File: src/hw/rtl/ohlc_pkg.sv
// ----------------------------------------------------------------------------
// ohlc_pkg
// Shared types, constants and the session filter for the OHLC bar aggregator.
// ----------------------------------------------------------------------------
package ohlc_pkg;

    localparam int TIME_W   = 12;
    localparam int DAY_W    = 27;
    localparam int PRICE_W  = 32;
    localparam int VOL_W    = 32;
    localparam int OI_W     = 32;
    localparam int SUM_W    = 48;
    localparam int IN_W     = 136;
    localparam int OUT_W    = 240;

    localparam int QUEUE_DEPTH = 2;

    localparam logic MODE_COMMODITY = 1'b0;
    localparam logic MODE_FINANCIAL = 1'b1;

    // Commodity session bounds
    localparam logic [TIME_W-1:0] CMD_CLOSE     = 12'd1500;
    localparam logic [TIME_W-1:0] CMD_LUNCH_BEG = 12'd1130;
    localparam logic [TIME_W-1:0] CMD_LUNCH_END = 12'd1330;
    localparam logic [TIME_W-1:0] CMD_BREAK_BEG = 12'd1015;
    localparam logic [TIME_W-1:0] CMD_BREAK_END = 12'd1030;
    localparam logic [TIME_W-1:0] CMD_OPEN      = 12'd859;

    // Financial futures session bounds
    localparam logic [TIME_W-1:0] FIN_CLOSE     = 12'd1515;
    localparam logic [TIME_W-1:0] FIN_LUNCH_BEG = 12'd1130;
    localparam logic [TIME_W-1:0] FIN_LUNCH_END = 12'd1300;
    localparam logic [TIME_W-1:0] FIN_OPEN      = 12'd915;

    typedef struct packed {
        logic [OI_W-1:0]    open_interest;
        logic [VOL_W-1:0]   tick_volume;
        logic [PRICE_W-1:0] price;
        logic [DAY_W-1:0]   day_number;
    } tick_t;

    typedef struct packed {
        logic full;
        logic empty;
    } q_stat_t;

    function automatic logic in_session(input logic [TIME_W-1:0] t, input logic mode);
        logic keep;
        begin
            keep = 1'b1;
            if (mode == MODE_FINANCIAL)
            begin
                if (t > FIN_CLOSE) keep = 1'b0;
                if (t >= FIN_LUNCH_BEG && t < FIN_LUNCH_END) keep = 1'b0;
                if (t < FIN_OPEN) keep = 1'b0;
            end
            else
            begin
                if (t > CMD_CLOSE) keep = 1'b0;
                if (t >= CMD_LUNCH_BEG && t < CMD_LUNCH_END) keep = 1'b0;
                if (t >= CMD_BREAK_BEG && t < CMD_BREAK_END) keep = 1'b0;
                if (t < CMD_OPEN) keep = 1'b0;
            end
            return keep;
        end
    endfunction

endpackage

File: src/hw/rtl/daily_ohlc_bar_aggregator.sv
// ----------------------------------------------------------------------------
// daily_ohlc_bar_aggregator
// Builds a daily open/high/low/close bar from a stream of market ticks.
// ----------------------------------------------------------------------------
// Takes one tick request per clock while the queue is not full and returns
// the running daily bar for every tick that falls inside the trading
// sessions picked by session_mode (0 commodity, 1 financial futures); other
// ticks are dropped without a result. A tick goes through the session filter
// into a FIFO_DEPTH-entry queue, and the bar update pops one entry per cycle
// while the queue holds one and the output is free or taken, so the sustained
// rate is one tick per cycle while m_axis_tready is high. Popped ticks update
// the bar with a compare and 48-bit saturating add. tuser flags the first
// tick of a new day. Write session_mode only while no tick is in flight.
module daily_ohlc_bar_aggregator
    import ohlc_pkg::*;
#(
    parameter int FIFO_DEPTH = QUEUE_DEPTH
)
(
    input  logic             clk,
    input  logic             rst_n,
    input  logic             cfg_wen,
    input  logic             cfg_wdata,       // session_mode
    input  logic             s_axis_tvalid,
    output logic             s_axis_tready,
    // time_hhmm, day_number, price, tick_volume, open_interest
    input  logic [IN_W-1:0]  s_axis_tdata,
    output logic             m_axis_tvalid,
    input  logic             m_axis_tready,
    // bar_day, bar_open, bar_high, bar_low, bar_close, bar_volume,
    // bar_open_interest
    output logic [OUT_W-1:0] m_axis_tdata,
    output logic             m_axis_tuser     // new_bar
);

    q_stat_t q_stat;
    logic    push;
    logic    pop;
    tick_t   push_tick;
    tick_t   pop_tick;

    ohlc_front u_front (
        .clk           (clk),
        .rst_n         (rst_n),
        .cfg_wen       (cfg_wen),
        .cfg_wdata     (cfg_wdata),
        .s_axis_tvalid (s_axis_tvalid),
        .s_axis_tready (s_axis_tready),
        .s_axis_tdata  (s_axis_tdata),
        .q_stat        (q_stat),
        .push          (push),
        .push_tick     (push_tick)
    );

    ohlc_queue #(
        .DEPTH (FIFO_DEPTH)
    ) u_queue (
        .clk       (clk),
        .rst_n     (rst_n),
        .push      (push),
        .push_tick (push_tick),
        .pop       (pop),
        .pop_tick  (pop_tick),
        .q_stat    (q_stat)
    );

    ohlc_back u_back (
        .clk           (clk),
        .rst_n         (rst_n),
        .q_stat        (q_stat),
        .pop_tick      (pop_tick),
        .pop           (pop),
        .m_axis_tvalid (m_axis_tvalid),
        .m_axis_tready (m_axis_tready),
        .m_axis_tdata  (m_axis_tdata),
        .m_axis_tuser  (m_axis_tuser)
    );

    a_pop_shows_bar: assert property (@(posedge clk) disable iff (!rst_n)
        pop |=> m_axis_tvalid)
        else $error("popped tick produced no bar");

    a_new_bar_flat: assert property (@(posedge clk) disable iff (!rst_n)
        (m_axis_tvalid && m_axis_tuser) |->
            (m_axis_tdata[58:27] == m_axis_tdata[90:59]) &&
            (m_axis_tdata[58:27] == m_axis_tdata[122:91]) &&
            (m_axis_tdata[58:27] == m_axis_tdata[154:123]))
        else $error("new bar prices differ");

    a_low_le_high: assert property (@(posedge clk) disable iff (!rst_n)
        m_axis_tvalid |-> (m_axis_tdata[122:91] <= m_axis_tdata[90:59]))
        else $error("bar low above bar high");

    a_no_pop_empty: assert property (@(posedge clk) disable iff (!rst_n)
        q_stat.empty |-> !pop)
        else $error("pop from empty queue");

endmodule

File: src/hw/rtl/ohlc_front.sv
// ----------------------------------------------------------------------------
// ohlc_front
// Takes tick requests, holds the session mode and drops out-of-session ticks.
// ----------------------------------------------------------------------------
module ohlc_front
    import ohlc_pkg::*;
(
    input  logic              clk,
    input  logic              rst_n,
    input  logic              cfg_wen,
    input  logic              cfg_wdata,
    input  logic              s_axis_tvalid,
    output logic              s_axis_tready,
    input  logic [IN_W-1:0]   s_axis_tdata,
    input  q_stat_t           q_stat,
    output logic              push,
    output tick_t             push_tick
);

    logic              session_mode_reg;
    logic [TIME_W-1:0] tick_time;
    logic              keep;

    always_ff @(posedge clk or negedge rst_n)
    begin
        if (!rst_n)
        begin
            session_mode_reg <= MODE_COMMODITY;
        end
        else if (cfg_wen)
        begin
            session_mode_reg <= cfg_wdata;
        end
    end

    assign tick_time = s_axis_tdata[TIME_W-1:0];
    assign keep      = in_session(tick_time, session_mode_reg);

    assign s_axis_tready = !q_stat.full;
    assign push          = s_axis_tvalid && !q_stat.full && keep;

    assign push_tick.day_number    = s_axis_tdata[38:12];
    assign push_tick.price         = s_axis_tdata[70:39];
    assign push_tick.tick_volume   = s_axis_tdata[102:71];
    assign push_tick.open_interest = s_axis_tdata[134:103];

endmodule

File: src/hw/rtl/ohlc_queue.sv
// ----------------------------------------------------------------------------
// ohlc_queue
// Small FIFO of in-session ticks between the front and the bar update.
// ----------------------------------------------------------------------------
module ohlc_queue
    import ohlc_pkg::*;
#(
    parameter int DEPTH = QUEUE_DEPTH
)
(
    input  logic    clk,
    input  logic    rst_n,
    input  logic    push,
    input  tick_t   push_tick,
    input  logic    pop,
    output tick_t   pop_tick,
    output q_stat_t q_stat
);

    localparam int AW = (DEPTH > 1) ? $clog2(DEPTH) : 1;
    localparam int CW = $clog2(DEPTH + 1);
    localparam logic [AW-1:0] LAST = AW'(DEPTH - 1);
    localparam logic [CW-1:0] FULL = CW'(DEPTH);

    tick_t          mem_reg [DEPTH];
    logic [AW-1:0]  wr_ptr_reg, wr_ptr_next;
    logic [AW-1:0]  rd_ptr_reg, rd_ptr_next;
    logic [CW-1:0]  count_reg,  count_next;

    always_comb
    begin
        wr_ptr_next = wr_ptr_reg;
        rd_ptr_next = rd_ptr_reg;
        count_next  = count_reg;
        if (push)
        begin
            wr_ptr_next = (wr_ptr_reg == LAST) ? '0 : wr_ptr_reg + 1'b1;
        end
        if (pop)
        begin
            rd_ptr_next = (rd_ptr_reg == LAST) ? '0 : rd_ptr_reg + 1'b1;
        end
        if (push && !pop)
        begin
            count_next = count_reg + 1'b1;
        end
        else if (pop && !push)
        begin
            count_next = count_reg - 1'b1;
        end
    end

    always_ff @(posedge clk or negedge rst_n)
    begin
        if (!rst_n)
        begin
            wr_ptr_reg <= '0;
            rd_ptr_reg <= '0;
            count_reg  <= '0;
        end
        else
        begin
            wr_ptr_reg <= wr_ptr_next;
            rd_ptr_reg <= rd_ptr_next;
            count_reg  <= count_next;
        end
    end

    always_ff @(posedge clk)
    begin
        if (push)
        begin
            mem_reg[wr_ptr_reg] <= push_tick;
        end
    end

    assign pop_tick     = mem_reg[rd_ptr_reg];
    assign q_stat.full  = (count_reg == FULL);
    assign q_stat.empty = (count_reg == '0);

endmodule

File: src/hw/rtl/ohlc_back.sv
// ----------------------------------------------------------------------------
// ohlc_back
// Daily bar state update; the bar registers double as the output register.
// ----------------------------------------------------------------------------
module ohlc_back
    import ohlc_pkg::*;
(
    input  logic             clk,
    input  logic             rst_n,
    input  q_stat_t          q_stat,
    input  tick_t            pop_tick,
    output logic             pop,
    output logic             m_axis_tvalid,
    input  logic             m_axis_tready,
    output logic [OUT_W-1:0] m_axis_tdata,
    output logic             m_axis_tuser
);

    logic               valid_reg,  valid_next;
    logic               new_bar_reg, new_bar_next;
    logic               have_day_reg, have_day_next;
    logic [DAY_W-1:0]   day_reg,    day_next;
    logic [PRICE_W-1:0] open_reg,   open_next;
    logic [PRICE_W-1:0] high_reg,   high_next;
    logic [PRICE_W-1:0] low_reg,    low_next;
    logic [PRICE_W-1:0] close_reg,  close_next;
    logic [SUM_W-1:0]   volume_reg, volume_next;
    logic [OI_W-1:0]    oi_reg,     oi_next;
    logic [SUM_W:0]     vol_sum;
    logic               fresh;

    assign pop     = !q_stat.empty && (!valid_reg || m_axis_tready);
    assign fresh   = !have_day_reg || (pop_tick.day_number != day_reg);
    assign vol_sum = {1'b0, volume_reg} + {{(SUM_W + 1 - VOL_W){1'b0}}, pop_tick.tick_volume};

    always_comb
    begin
        valid_next    = valid_reg;
        new_bar_next  = new_bar_reg;
        have_day_next = have_day_reg;
        day_next      = day_reg;
        open_next     = open_reg;
        high_next     = high_reg;
        low_next      = low_reg;
        close_next    = close_reg;
        volume_next   = volume_reg;
        oi_next       = oi_reg;
        if (m_axis_tready)
        begin
            valid_next = 1'b0;
        end
        if (pop)
        begin
            valid_next    = 1'b1;
            new_bar_next  = fresh;
            have_day_next = 1'b1;
            close_next    = pop_tick.price;
            oi_next       = pop_tick.open_interest;
            if (fresh)
            begin
                day_next    = pop_tick.day_number;
                open_next   = pop_tick.price;
                high_next   = pop_tick.price;
                low_next    = pop_tick.price;
                volume_next = {{(SUM_W - VOL_W){1'b0}}, pop_tick.tick_volume};
            end
            else
            begin
                if (pop_tick.price > high_reg) high_next = pop_tick.price;
                if (pop_tick.price < low_reg)  low_next  = pop_tick.price;
                // saturate on carry out
                volume_next = vol_sum[SUM_W] ? {SUM_W{1'b1}} : vol_sum[SUM_W-1:0];
            end
        end
    end

    always_ff @(posedge clk or negedge rst_n)
    begin
        if (!rst_n)
        begin
            valid_reg    <= 1'b0;
            new_bar_reg  <= 1'b0;
            have_day_reg <= 1'b0;
            day_reg      <= '0;
            open_reg     <= '0;
            high_reg     <= '0;
            low_reg      <= '0;
            close_reg    <= '0;
            volume_reg   <= '0;
            oi_reg       <= '0;
        end
        else
        begin
            valid_reg    <= valid_next;
            new_bar_reg  <= new_bar_next;
            have_day_reg <= have_day_next;
            day_reg      <= day_next;
            open_reg     <= open_next;
            high_reg     <= high_next;
            low_reg      <= low_next;
            close_reg    <= close_next;
            volume_reg   <= volume_next;
            oi_reg       <= oi_next;
        end
    end

    assign m_axis_tvalid = valid_reg;
    assign m_axis_tuser  = new_bar_reg;
    assign m_axis_tdata  = {5'b0, oi_reg, volume_reg, close_reg, low_reg, high_reg,
                            open_reg, day_reg};

endmodule
File: config.mk
export PLATFORM = sky130hd
export DESIGN_NAME = daily_ohlc_bar_aggregator
export DESIGN_NICKNAME = d
export VERILOG_FILES = /design/src/hw/rtl/ohlc_pkg.sv /design/src/hw/rtl/daily_ohlc_bar_aggregator.sv /design/src/hw/rtl/ohlc_front.sv /design/src/hw/rtl/ohlc_queue.sv /design/src/hw/rtl/ohlc_back.sv
export SDC_FILE = /design/constraint.sdc
export NUM_CORES = 1
export LEC_CHECK = 0
export ABC_AREA = 1
export ABC_CLOCK_PERIOD_IN_PS = 6100
export BUFFER_PORTS_ARGS = -buffer_cell sky130_fd_sc_hd__buf_4
export CORE_MARGIN = 1
export CORE_UTILIZATION = 52
export DETAILED_ROUTE_END_ITERATION = 10
export GPL_TIMING_DRIVEN = 0
export HOLD_SLACK_MARGIN = 0.15
export PLACE_DENSITY = 0.85
export SETUP_SLACK_MARGIN = 0.2
export SLEW_MARGIN = 15
export SYNTH_ARGS = -nofsm -noshare
export SYNTH_HDL_FRONTEND = slang
export SYNTH_SLANG_ARGS = --single-unit
File: constraint.sdc
create_clock -name clk -period 6.1 [get_ports clk]
set_input_delay 0.305 -clock clk [delete_from_list [all_inputs] [get_ports clk]]
set_output_delay 0.305 -clock clk [all_outputs]
set_load 0.005 [all_outputs]
==> run_results.csv <==
group,metric,value,unit
die,fp.dieArea,47600,sq um
placement,placedCellCount,3834,
placement,finalWeightedCongestion,1.00,
pwr,netSwitchingFraction,0.440,
clock_network,tritoncts,"done",
sta,final_max_slew_viol_count,0,
grt,grt_antenna_before_repair,3,
clock_network,post_cts_buffers,0,
grt,grt_max_degree,102,
sta,rsz0062_at_grt,"no",
pwr,design_power_total,16.8,mW
clock_network,cts_buffers,52,
cells_and_area,layout.core_utilization,0.683,
clock_network,h_tree_levels,2,
pwr,pwr-share-clk,0.201,
synthesis,synth_cell_types,37,
pwr,power.ir.vdd_worst,0.352,mV
detailed_routing,detail_route.drc_violations,0,
pwr,internal_power,9.41,mW
placement,numPortBuffers,378,
worst_setup_path,regToRegStartpoint,"u_queue.rd_ptr_reg",
synthesis,ys_seq_area_frac,0.554,
clock_network,ctsHoldBuffers,127,
pwr,power.leakage,15.2,nW
grt,first_global_vias,21600,
job,max_cap_violations,0,
clock_network,insertion_delay,630,ps
worst_setup_path,timing_worst_setup_path_type,"reg -> reg",
worst_setup_path,reg2reg_to,"u_back.volume_reg[25]",
synthesis,synth_async_sr_flop_share,0.497,
die,floorplan.rows,78,
cells_and_area,final_layout_size_suffix_gt1_frac,0.155,
detailed_routing,routed_wirelength,78700,microns
worst_setup_path,setup.reg_to_reg.worst_slack,1050,ps
clock_network,clock_sinks,489,
worst_hold_path,path_category_of_the_worst_min_delay_check,"in -> async",
pwr,power_density,538,nW/um^2
die,die_h,218,microns
synthesis,yosys_warnings,0,
sta,timing.final.setup_violations,0,
detailed_routing,detail_route.vias_per_cell,5.43,
worst_setup_path,reg2reg_depth,18,
placement,post-dp-hpwl,55100,microns
pwr,pwr-share-seq,0.298,
clock_network,cts.repair.resized,0,
worst_setup_path,path_max_fanout,10,
worst_setup_path,wp_data_required,6580,ps
die,core_region_area,45800,sq um
die,floorplan.io_pins,385,
detailed_routing,drt_first_iter_violations,2005,
cells_and_area,area_growth,28.6,%
sta,final_hold_viol_count,0,
sta,worst_slew_pin_slew,1010,ps
sta,slew-limit-headroom,0.324,
worst_setup_path,worst_setup_path_startpoint,"u_queue.rd_ptr_reg",
sta,finalCritPeriodShare,0.828,
cells_and_area,finish.cell_count_without_fillers,4062,
clock_network,clock-root-buffer,"sky130_fd_sc_hd__clkbuf_16",
cells_and_area,regArea,13500,sq um
synthesis,syn_area,24300,sq um
detailed_routing,avgRoutedWirePerCell,19.4,microns
grt,globalRoute.totalOverflow,0,
pwr,switching_power,7.40,mW
status,status,"finished, final reports clean",
cells_and_area,largest_register_ff_count,246,
grt,grt_first_pass_wirelength,120000,microns
synthesis,number_of_synthesized_flops_with_an_enable_pin,246,
pwr,comb_power_share,0.501,
worst_setup_path,crit_path_end_kind,"flop",
sta,hold_slack,213,ps
cells_and_area,finish.net_count,3654,
sta,max_freq,0.198,GHz
sta,setup_tns,0,ps
worst_setup_path,cp.arrival,5540,ps
sta,post-route-min-period,5050,ps
synthesis,syn_area_per_cell,8.55,sq um
clock_network,maximum_count_of_clock_buffers_along_a_single_path,3,
synthesis,post_synth_inst_count,2844,
worst_setup_path,critical_path.startpoint_type,"flop",
detailed_routing,routed-via-count,22100,
die,floorplan.initialDensity,0.531,
cells_and_area,fill_cells,3441,
cells_and_area,multi_input_area,9190,sq um
die,die_w,218,microns
sta,clock-skew-final,38.5,ps
clock_network,cts.reportedPaths.clkPinSlew,60,ps
detailed_routing,dr.pass1.iters,6,
synthesis,postSynth.topFlopCell,"sky130_fd_sc_hd__edfxtp_1",
detailed_routing,antenna_violating_nets_post_route,0,
synthesis,synth_seq_cells,489,
grt,track_usage,0.331,
==> per-layer routing <==
layer	vias to the layer above	wire length [microns]	track usage
li1	10300	-	-
met1	10400	31200	0.418
met2	1060	36400	0.538
met3	220	7300	0.0718
met4	6	3850	0.161
met5	-	39	0
==> cells by family (layout without fill, tap and decap cells) <==
family	Yosys count	in the layout	share of synthesized area
AO/OA/AOI/OAI	263	263	0.0581
XOR/XNOR	25	25	0.00901
adder cells (fa/ha/maj)	97	97	0.0502
buffers and inverters	422	1033	0.0690
flip-flops	489	489	0.554
other	1	8	0.000154
AND/OR/NAND/NOR	1547	1547	0.260
==> layout make-up <==
cell class	count	share of cell area
antenna	3	0.000240
buffer	99	0.0149
clock buffer	74	0.0493
clock inverter	24	0.00981
inverter	323	0.0390
multi-input combinational	1937	0.294
sequential	489	0.431
tap	600	0.0240
timing repair buffer	513	0.138
==> worst max-delay path by stage <==
stage                                   to  slack (ps)  depth (start not counted)
floorplan            u_queue.mem_reg[1][0]        1390                          9
global placement    u_queue.mem_reg[1][22]        -860                         10
detailed placement   u_back.volume_reg[25]        1210                         18
CTS                  u_back.volume_reg[25]        1180                         18
global route         u_back.volume_reg[25]         810                         18
finish               u_back.volume_reg[25]        1050                         18
==> Yosys cell counts (all sizes together), types with 6 or more instances <==
cell type | instances | area (sq um)
nor3 | 12 | 60.1
nand3 | 224 | 1120
edfxtp | 246 | 7390
a21oi | 86 | 430
nor2 | 189 | 726
o21ai | 115 | 576
buf | 46 | 265
a31oi | 49 | 307
nand2 | 1051 | 3950
dfrtp | 243 | 6080
nor4 | 8 | 50.1
nand4 | 23 | 144
inv | 323 | 1210
and2 | 10 | 62.6
xnor2 | 20 | 175
or2 | 22 | 138
nand3b | 6 | 45.0
clkbuf | 53 | 199
ha | 96 | 1200
==> stage by stage <==
| step | instance area, sq um | setup WS, ps |
|---|---|---|
| floorplan | 24300 | 1390 |
| global placement | 27900 | -862 |
| detailed placement | 28100 | 1210 |
| CTS | 31200 | 1180 |
| global route | 31200 | 806 |
| finish | 31300 | 1050 |
==> power groups by stage <==
| stage | sequential, mW | combinational (mW) | clock (mW) |
|---|---|---|---|
| 4_1_cts | 4.98 | 8.26 | 3.39 |
| 5_1_grt | 5.09 | 9.30 | 3.54 |
| 3_3_place_gp | 5.02 | 7.87 | 0 |
| 2_1_floorplan | 4.93 | 4.78 | 0 |
| 3_5_place_dp | 5.02 | 8.10 | 0 |
| 6_report | 5.02 | 8.42 | 3.38 |
==> cells in the final DEF (no fill, tap or decap), types with 12 or more instances in the layout <==
| cell type | instances |
|---|---|
| sky130_fd_sc_hd__inv_1 | 321 |
| sky130_fd_sc_hd__nand4_1 | 23 |
| sky130_fd_sc_hd__o21ai_0 | 113 |
| sky130_fd_sc_hd__edfxtp_1 | 246 |
| sky130_fd_sc_hd__dfrtp_1 | 243 |
| sky130_fd_sc_hd__a21oi_1 | 85 |
| sky130_fd_sc_hd__a31oi_1 | 49 |
| sky130_fd_sc_hd__nand3_1 | 224 |
| sky130_fd_sc_hd__xnor2_1 | 20 |
| sky130_fd_sc_hd__ha_1 | 96 |
| sky130_fd_sc_hd__nor2_1 | 187 |
| sky130_fd_sc_hd__clkbuf_16 | 57 |
| sky130_fd_sc_hd__clkbuf_1 | 65 |
| sky130_fd_sc_hd__dlygate4sd3_1 | 127 |
| sky130_fd_sc_hd__buf_4 | 395 |
| sky130_fd_sc_hd__buf_2 | 20 |
| sky130_fd_sc_hd__nand2_1 | 1050 |
| sky130_fd_sc_hd__nor3_1 | 12 |
| sky130_fd_sc_hd__or2_2 | 22 |
==> worst max-delay path, stage by stage, from the launching register on <==
cell	delay (ps)
sky130_fd_sc_hd__dfrtp_1	430
sky130_fd_sc_hd__inv_2	230
sky130_fd_sc_hd__buf_2	370
sky130_fd_sc_hd__buf_1	660
sky130_fd_sc_hd__clkbuf_1	470
sky130_fd_sc_hd__nand2_1	90
sky130_fd_sc_hd__nand2_1	100
sky130_fd_sc_hd__ha_1	310
sky130_fd_sc_hd__a21oi_1	370
sky130_fd_sc_hd__o21ai_0	220
sky130_fd_sc_hd__nand2_1	90
sky130_fd_sc_hd__nand2_1	60
sky130_fd_sc_hd__a21oi_1	110
sky130_fd_sc_hd__nand2_1	180
sky130_fd_sc_hd__nand2_1	280
sky130_fd_sc_hd__clkbuf_1	510
sky130_fd_sc_hd__nand3_1	210
sky130_fd_sc_hd__nand2_1	120
sky130_fd_sc_hd__nand3_1	70
Power figures use the tool's default switching activity.
